File: src/rtl/core/lfga_pkg.sv
// Shared constants, types and helper functions of the gate allocator.
package lfga_pkg;

  localparam int GATES      = 64;
  localparam int COUNT_BITS = 17;

  localparam int IDX_W     = (GATES > 1) ? $clog2(GATES) : 1;
  localparam int SLOTS     = 1 << IDX_W;
  localparam int CTR_W     = IDX_W + 1;
  localparam int ADDR_W    = IDX_W + 1;
  localparam int MEM_DEPTH = 2 * SLOTS;
  localparam int SUM_W     = COUNT_BITS + 1;

  localparam int TIME_W    = 32;
  localparam int CMD_W     = 2;
  localparam int TOTAL_W   = 7;
  localparam int RES_IDX_W = 6;
  localparam int BEST_W    = 18;

  localparam logic [TOTAL_W-1:0]    TOTAL_RESET = 7'd64;
  localparam logic [COUNT_BITS-1:0] CNT_MAX     = '1;
  localparam logic [BEST_W-1:0]     BEST_MAX    = '1;

  typedef enum logic [CMD_W-1:0] {
    CMD_ALLOC  = 2'd0,
    CMD_REPORT = 2'd1,
    CMD_CLEAR  = 2'd2,
    CMD_NOP    = 2'd3
  } cmd_e;

  typedef enum logic [2:0] {
    ST_IDLE,
    ST_DISPATCH,
    ST_SCAN,
    ST_PRE1,
    ST_SPLIT,
    ST_DONE
  } state_e;

  typedef enum logic [1:0] {
    DP_NONE,
    DP_SCAN,
    DP_PRE1,
    DP_SPLIT
  } dp_op_e;

  typedef struct packed {
    logic   load;
    dp_op_e op;
    logic   issue;
    logic   rewind;
    logic   clear_use;
    logic   emit;
  } ctl_t;

  typedef struct packed {
    cmd_e cmd;
    logic hit;
    logic miss_last;
    logic issue_end;
    logic pend;
    logic out_free;
  } sts_t;

  typedef struct packed {
    logic [TIME_W-1:0]     release_time;
    logic [COUNT_BITS-1:0] use_count;
  } entry_t;

  function automatic logic [COUNT_BITS-1:0] sat_add(input logic [COUNT_BITS-1:0] a,
                                                    input logic [COUNT_BITS-1:0] b);
    logic [COUNT_BITS:0] s;
    s = {1'b0, a} + {1'b0, b};
    return s[COUNT_BITS] ? CNT_MAX : s[COUNT_BITS-1:0];
  endfunction

  function automatic logic [BEST_W-1:0] sat_best(input logic [SUM_W-1:0] s);
    logic [BEST_W-1:0] r;
    if (64'(s) > 64'(BEST_MAX)) begin
      r = BEST_MAX;
    end else begin
      r = BEST_W'(s);
    end
    return r;
  endfunction

endpackage

File: src/rtl/core/lfga_ctrl.sv
// Sequencing state machine of the gate allocator.
module lfga_ctrl (
  input  logic           clk_i,
  input  logic           rst_ni,
  input  logic           in_valid_i,
  output logic           in_ready_o,
  input  lfga_pkg::sts_t sts_i,
  output lfga_pkg::ctl_t ctl_o
);
  import lfga_pkg::*;

  state_e state_q, state_d;

  always_ff @(posedge clk_i or negedge rst_ni) begin
    if (!rst_ni) begin
      state_q <= ST_IDLE;
    end else begin
      state_q <= state_d;
    end
  end

  always_comb begin
    state_d = state_q;
    case (state_q)
      ST_IDLE: begin
        if (in_valid_i) state_d = ST_DISPATCH;
      end
      ST_DISPATCH: begin
        case (sts_i.cmd)
          CMD_ALLOC:  state_d = ST_SCAN;
          CMD_REPORT: state_d = ST_PRE1;
          default:    state_d = ST_DONE;
        endcase
      end
      ST_SCAN: begin
        if (sts_i.hit || sts_i.miss_last) state_d = ST_DONE;
      end
      ST_PRE1: begin
        if (sts_i.issue_end && !sts_i.pend) state_d = ST_SPLIT;
      end
      ST_SPLIT: begin
        if (sts_i.issue_end && !sts_i.pend) state_d = ST_DONE;
      end
      ST_DONE: begin
        if (sts_i.out_free) state_d = ST_IDLE;
      end
      default: state_d = ST_IDLE;
    endcase
  end

  always_comb begin
    ctl_o      = '0;
    ctl_o.op   = DP_NONE;
    in_ready_o = 1'b0;
    case (state_q)
      ST_IDLE: begin
        in_ready_o = 1'b1;
        ctl_o.load = in_valid_i;
      end
      ST_DISPATCH: begin
        ctl_o.clear_use = (sts_i.cmd == CMD_CLEAR);
      end
      ST_SCAN: begin
        ctl_o.op    = DP_SCAN;
        ctl_o.issue = !sts_i.issue_end && !sts_i.hit;
      end
      ST_PRE1: begin
        ctl_o.op     = DP_PRE1;
        ctl_o.issue  = !sts_i.issue_end;
        // restart the walk for the split pass once pool 1 has drained
        ctl_o.rewind = sts_i.issue_end && !sts_i.pend;
      end
      ST_SPLIT: begin
        ctl_o.op    = DP_SPLIT;
        ctl_o.issue = !sts_i.issue_end;
      end
      ST_DONE: begin
        ctl_o.emit = sts_i.out_free;
      end
      default: begin
        ctl_o.op = DP_NONE;
      end
    endcase
  end

endmodule

File: config.mk
export PLATFORM = sky130hd
export DESIGN_NAME = lfga_ctrl
export DESIGN_NICKNAME = d
export VERILOG_FILES = /design/src/rtl/core/lfga_pkg.sv /design/src/rtl/core/lfga_ctrl.sv
export SDC_FILE = /design/constraint.sdc
export NUM_CORES = 1
export LEC_CHECK = 0
export BUFFER_PORTS_ARGS = -buffer_cell sky130_fd_sc_hd__buf_2
export CORE_AREA = 2 2 39 41
export CTS_BUF_LIST = sky130_fd_sc_hd__clkbuf_8
export DETAILED_ROUTE_END_ITERATION = 10
export DIE_AREA = 0 0 41 43
export PLACE_DENSITY_LB_ADDON = 0.05
export SETUP_SLACK_MARGIN = 0.1
export SYNTH_ARGS = -nofsm -noshare
export SYNTH_HDL_FRONTEND = slang
export SYNTH_SLANG_ARGS = --single-unit
File: constraint.sdc
create_clock -name clk_i -period 1.65 [get_ports clk_i]
set_input_delay 0.33 -clock clk_i [delete_from_list [all_inputs] [get_ports clk_i]]
set_output_delay 0.33 -clock clk_i [all_outputs]
set_load 0.01 [all_outputs]
==> impl_metrics.ini <==
[timing]
max_slew_margin_pct = 81.1
worst_slew_pin_slew_ns = 0.283
drv_slew = 0
fin_setup_tns_ns = 0
timing.fmax_mhz = 665
worst_slack_ns = 0.146
rsz0062_at_grt = true
setup_viol = 0
finalCritPeriodShare_pct = 91.1
hold_slack_ns = 0.442
clock_skew_ns = 0.00227
post-route-min-period_ns = 1.50
finalHoldViolCount = 0

[logic_synthesis]
synthSimpleGateAreaFrac_pct = 31.0
avgSynthCellArea_um2 = 8.62
synth_top_family_by_area = simple AND/OR/NAND/NOR gates
synth_edf_count = 0
synth_largest_area_cell = dfrtp_1
synth_fa_ha_area_share_pct = 0
synth_cells = 37
ys_ff_latch = 3
synth_nets = 47
yosys_warnings = 0
ys_top_cells_by_count = nor2_1 (6), a21oi_1 (4), buf_2 (3), dfrtp_1 (3), nor2b_1 (3)
yosysSeqAreaShare_pct = 23.5
async_reset_ff_share_pct = 100
ys_types = 21
netlist_area_um2 = 319
synth_compound_area_share_pct = 27.5
synthMuxAreaShare_pct = 9.41
yosysTopAreaCellShare_pct = 23.5
synth_flop_cell = dfrtp_1
synth-xor-area-share_pct = 2.75
synthTopCellsByArea = dfrtp_1 (24%), mux2_4 (9.4%), o32ai_4 (8.6%)
synth.most_common_cell = nor2_1

[routing]
finalWirelength_um = 810
drt_iter0_markers = 2
vias = 352
drcViolationCount = 0
via_per_inst = 4.46
drt-pass1-iter-count = 3
ant_nets = 0
wl_per_cell_um = 10.3

[clocking]
clkTransAtPathRegs_ns = 0.03
htree_levels = 1
clock-sinks = 3
ctsRootBufferMaster = clkbuf_8
clock_latency_ns = 0.21
clk_path_buf_depth = 2
cts_inserted_buffers = 3
cts_tree = yes

[placed_design]
io_buffers = 17
gp_congestion = 0.648
dp_hpwl_um = 654
placedCellCount = 70
place_ws_ns = 0.168

[die]
die-area_um2 = 1760
die_h_um = 43
dieWidth_um = 41
initial_core_util_pct = 23.1
core_area_um2 = 1380
std_cell_rows = 14
ios = 18

[cells_and_area]
drive_above_1_share_pct = 60.3
fin_util_pct = 39.1
largest_register_ffs = 3
area_growth_pct = 69.4
top_regs = state_q: 3 flops
regMostFlops = state_q
fillers = 145
final_cells = 79
num-nets-final = 74
diodes = 0

[worst_hold_path]
holdCritPathClass = primary input to asynchronous set/reset pin

[worst_setup_path]
r2r_slack_ns = 0.19
cp.buffers_inverters = 1
crit_path_end_kind = primary output
timing.rr.start = state_q[0]
arrival_ns = 1.17
crit_fanout = 7
crit_family = flip-flops
startpoint_type = flip-flop
critPathMaxStageDelay_ns = 0.45
path_class = flip-flop to primary output
crit_chain = nor3b_4 > a21oi_1 > nor2_1 > buf_2
cp_slowest_cell = dfrtp_2
required_ns = 1.32
r2r_cells = 5
r2r-end = state_q[2]

[pwr]
power_density_nw_per_um2 = 2030
vdd_drop_max_uv = 682
p_leak_nw = 0.277

[global_route]
grt_pass1_wl_um = 1350
grt_overflow = 0
grt_start_max_net_pins = 9
grt_pass1_vias = 358
grt.total_usage_pct = 11.2
antenna_found_initial = 0

[run]
drv_cap = 0

[outcome]
status = finished, final reports clean
[how the worst max path moves through the flow]
stage	start	endpoint	slack, ns	depth (start not counted)
floorplan	state_q[2]	ctl_o[6]	0.19	3
global placement	state_q[2]	state_q[2]	0.20	4
detailed placement	state_q[0]	state_q[2]	0.17	4
CTS	state_q[1]	ctl_o[1]	0.11	4
global route	state_q[0]	ctl_o[3]	0.08	4
finish	state_q[0]	ctl_o[3]	0.15	4
[kinds of logic (layout without fill, tap and decap cells)]
kind of cell / Yosys count / after routing
compound gates: 10 / 10
xor+xnor: 1 / 1
mux: 2 / 2
flops: 3 / 3
simple gates: 17 / 17
buf+inv: 4 / 30
[report_power, final]
part	internal [mW]	leakage, nW	switching [mW]
Combinational	0.405	0.218	0.292
Clock	0.158	0.0269	0.0463
Sequential	0.120	0.0323	0.0791
Total	0.682	0.277	0.418
[layout by cell type, fill, tap and decap left out]
master	n
a211oi_1	1
a21o_1	1
o21a_1	1
buf_2	17
dlygate4sd3_1	1
o32ai_4	1
and3_1	2
dfrtp_2	3
mux2_4	2
nor2b_2	2
nand2b_1	1
and4b_1	1
inv_1	2
a21oi_2	1
a21oi_1	4
buf_4	6
buf_6	1
nor3_1	1
clkbuf_8	3
nor3b_4	1
xnor2_1	1
nor3_2	1
nor2_1	6
and2_1	1
a22o_1	1
nor2b_1	1
[timing repair]
action | in CTS | in global routing
gates resized for setup | 2 | 6
pin swaps | 1 | 0
cloned | 0 | 0
hold buffers | 1 | 0
setup endpoints to repair | 4 | 9
buffers inserted | 1 | 3
endpoints found under the hold margin | 3 | 0
[through the flow]
| step | area, um^2 | power (mW) |
|---|---|---|
| 6_report | 541 | 1.10 |
| 5_1_grt | 541 | 1.19 |
| 4_1_cts | 500 | 1.02 |
| 3_5_place_dp | 432 | 0.771 |
| 3_3_place_gp | 432 | 0.771 |
| 2_1_floorplan | 319 | 0.607 |
[worst register-to-register path: cells and delay by family (launching register included)]
family | cells | cell delay (ns)
flip-flops | 1 | 0.45
multiplexers | 1 | 0.33
AO/OA/AOI/OAI | 2 | 0.18
buffers and inverters | 1 | 0.14
AND/OR/NAND/NOR | 1 | 0.23
[layer usage]
layer	vias up	global-route usage, %	wire [um]
met1	158	11.4	309
met3	2	1.57	36
met5	-	0	0
met4	0	8.00	13
met2	10	19.1	451
li1	182	-	-
[cell type report]
class | count | area [um^2] | area share, %
multi-input combinational | 30 | 241 | 44.7
timing repair buffer | 25 | 151 | 28.0
sequential | 3 | 78.8 | 14.6
clock buffer | 3 | 41.3 | 7.64
tap | 16 | 20.0 | 3.70
clock inverter | 1 | 3.75 | 0.694
inverter | 1 | 3.75 | 0.694
(Power assumes the default switching activity.)
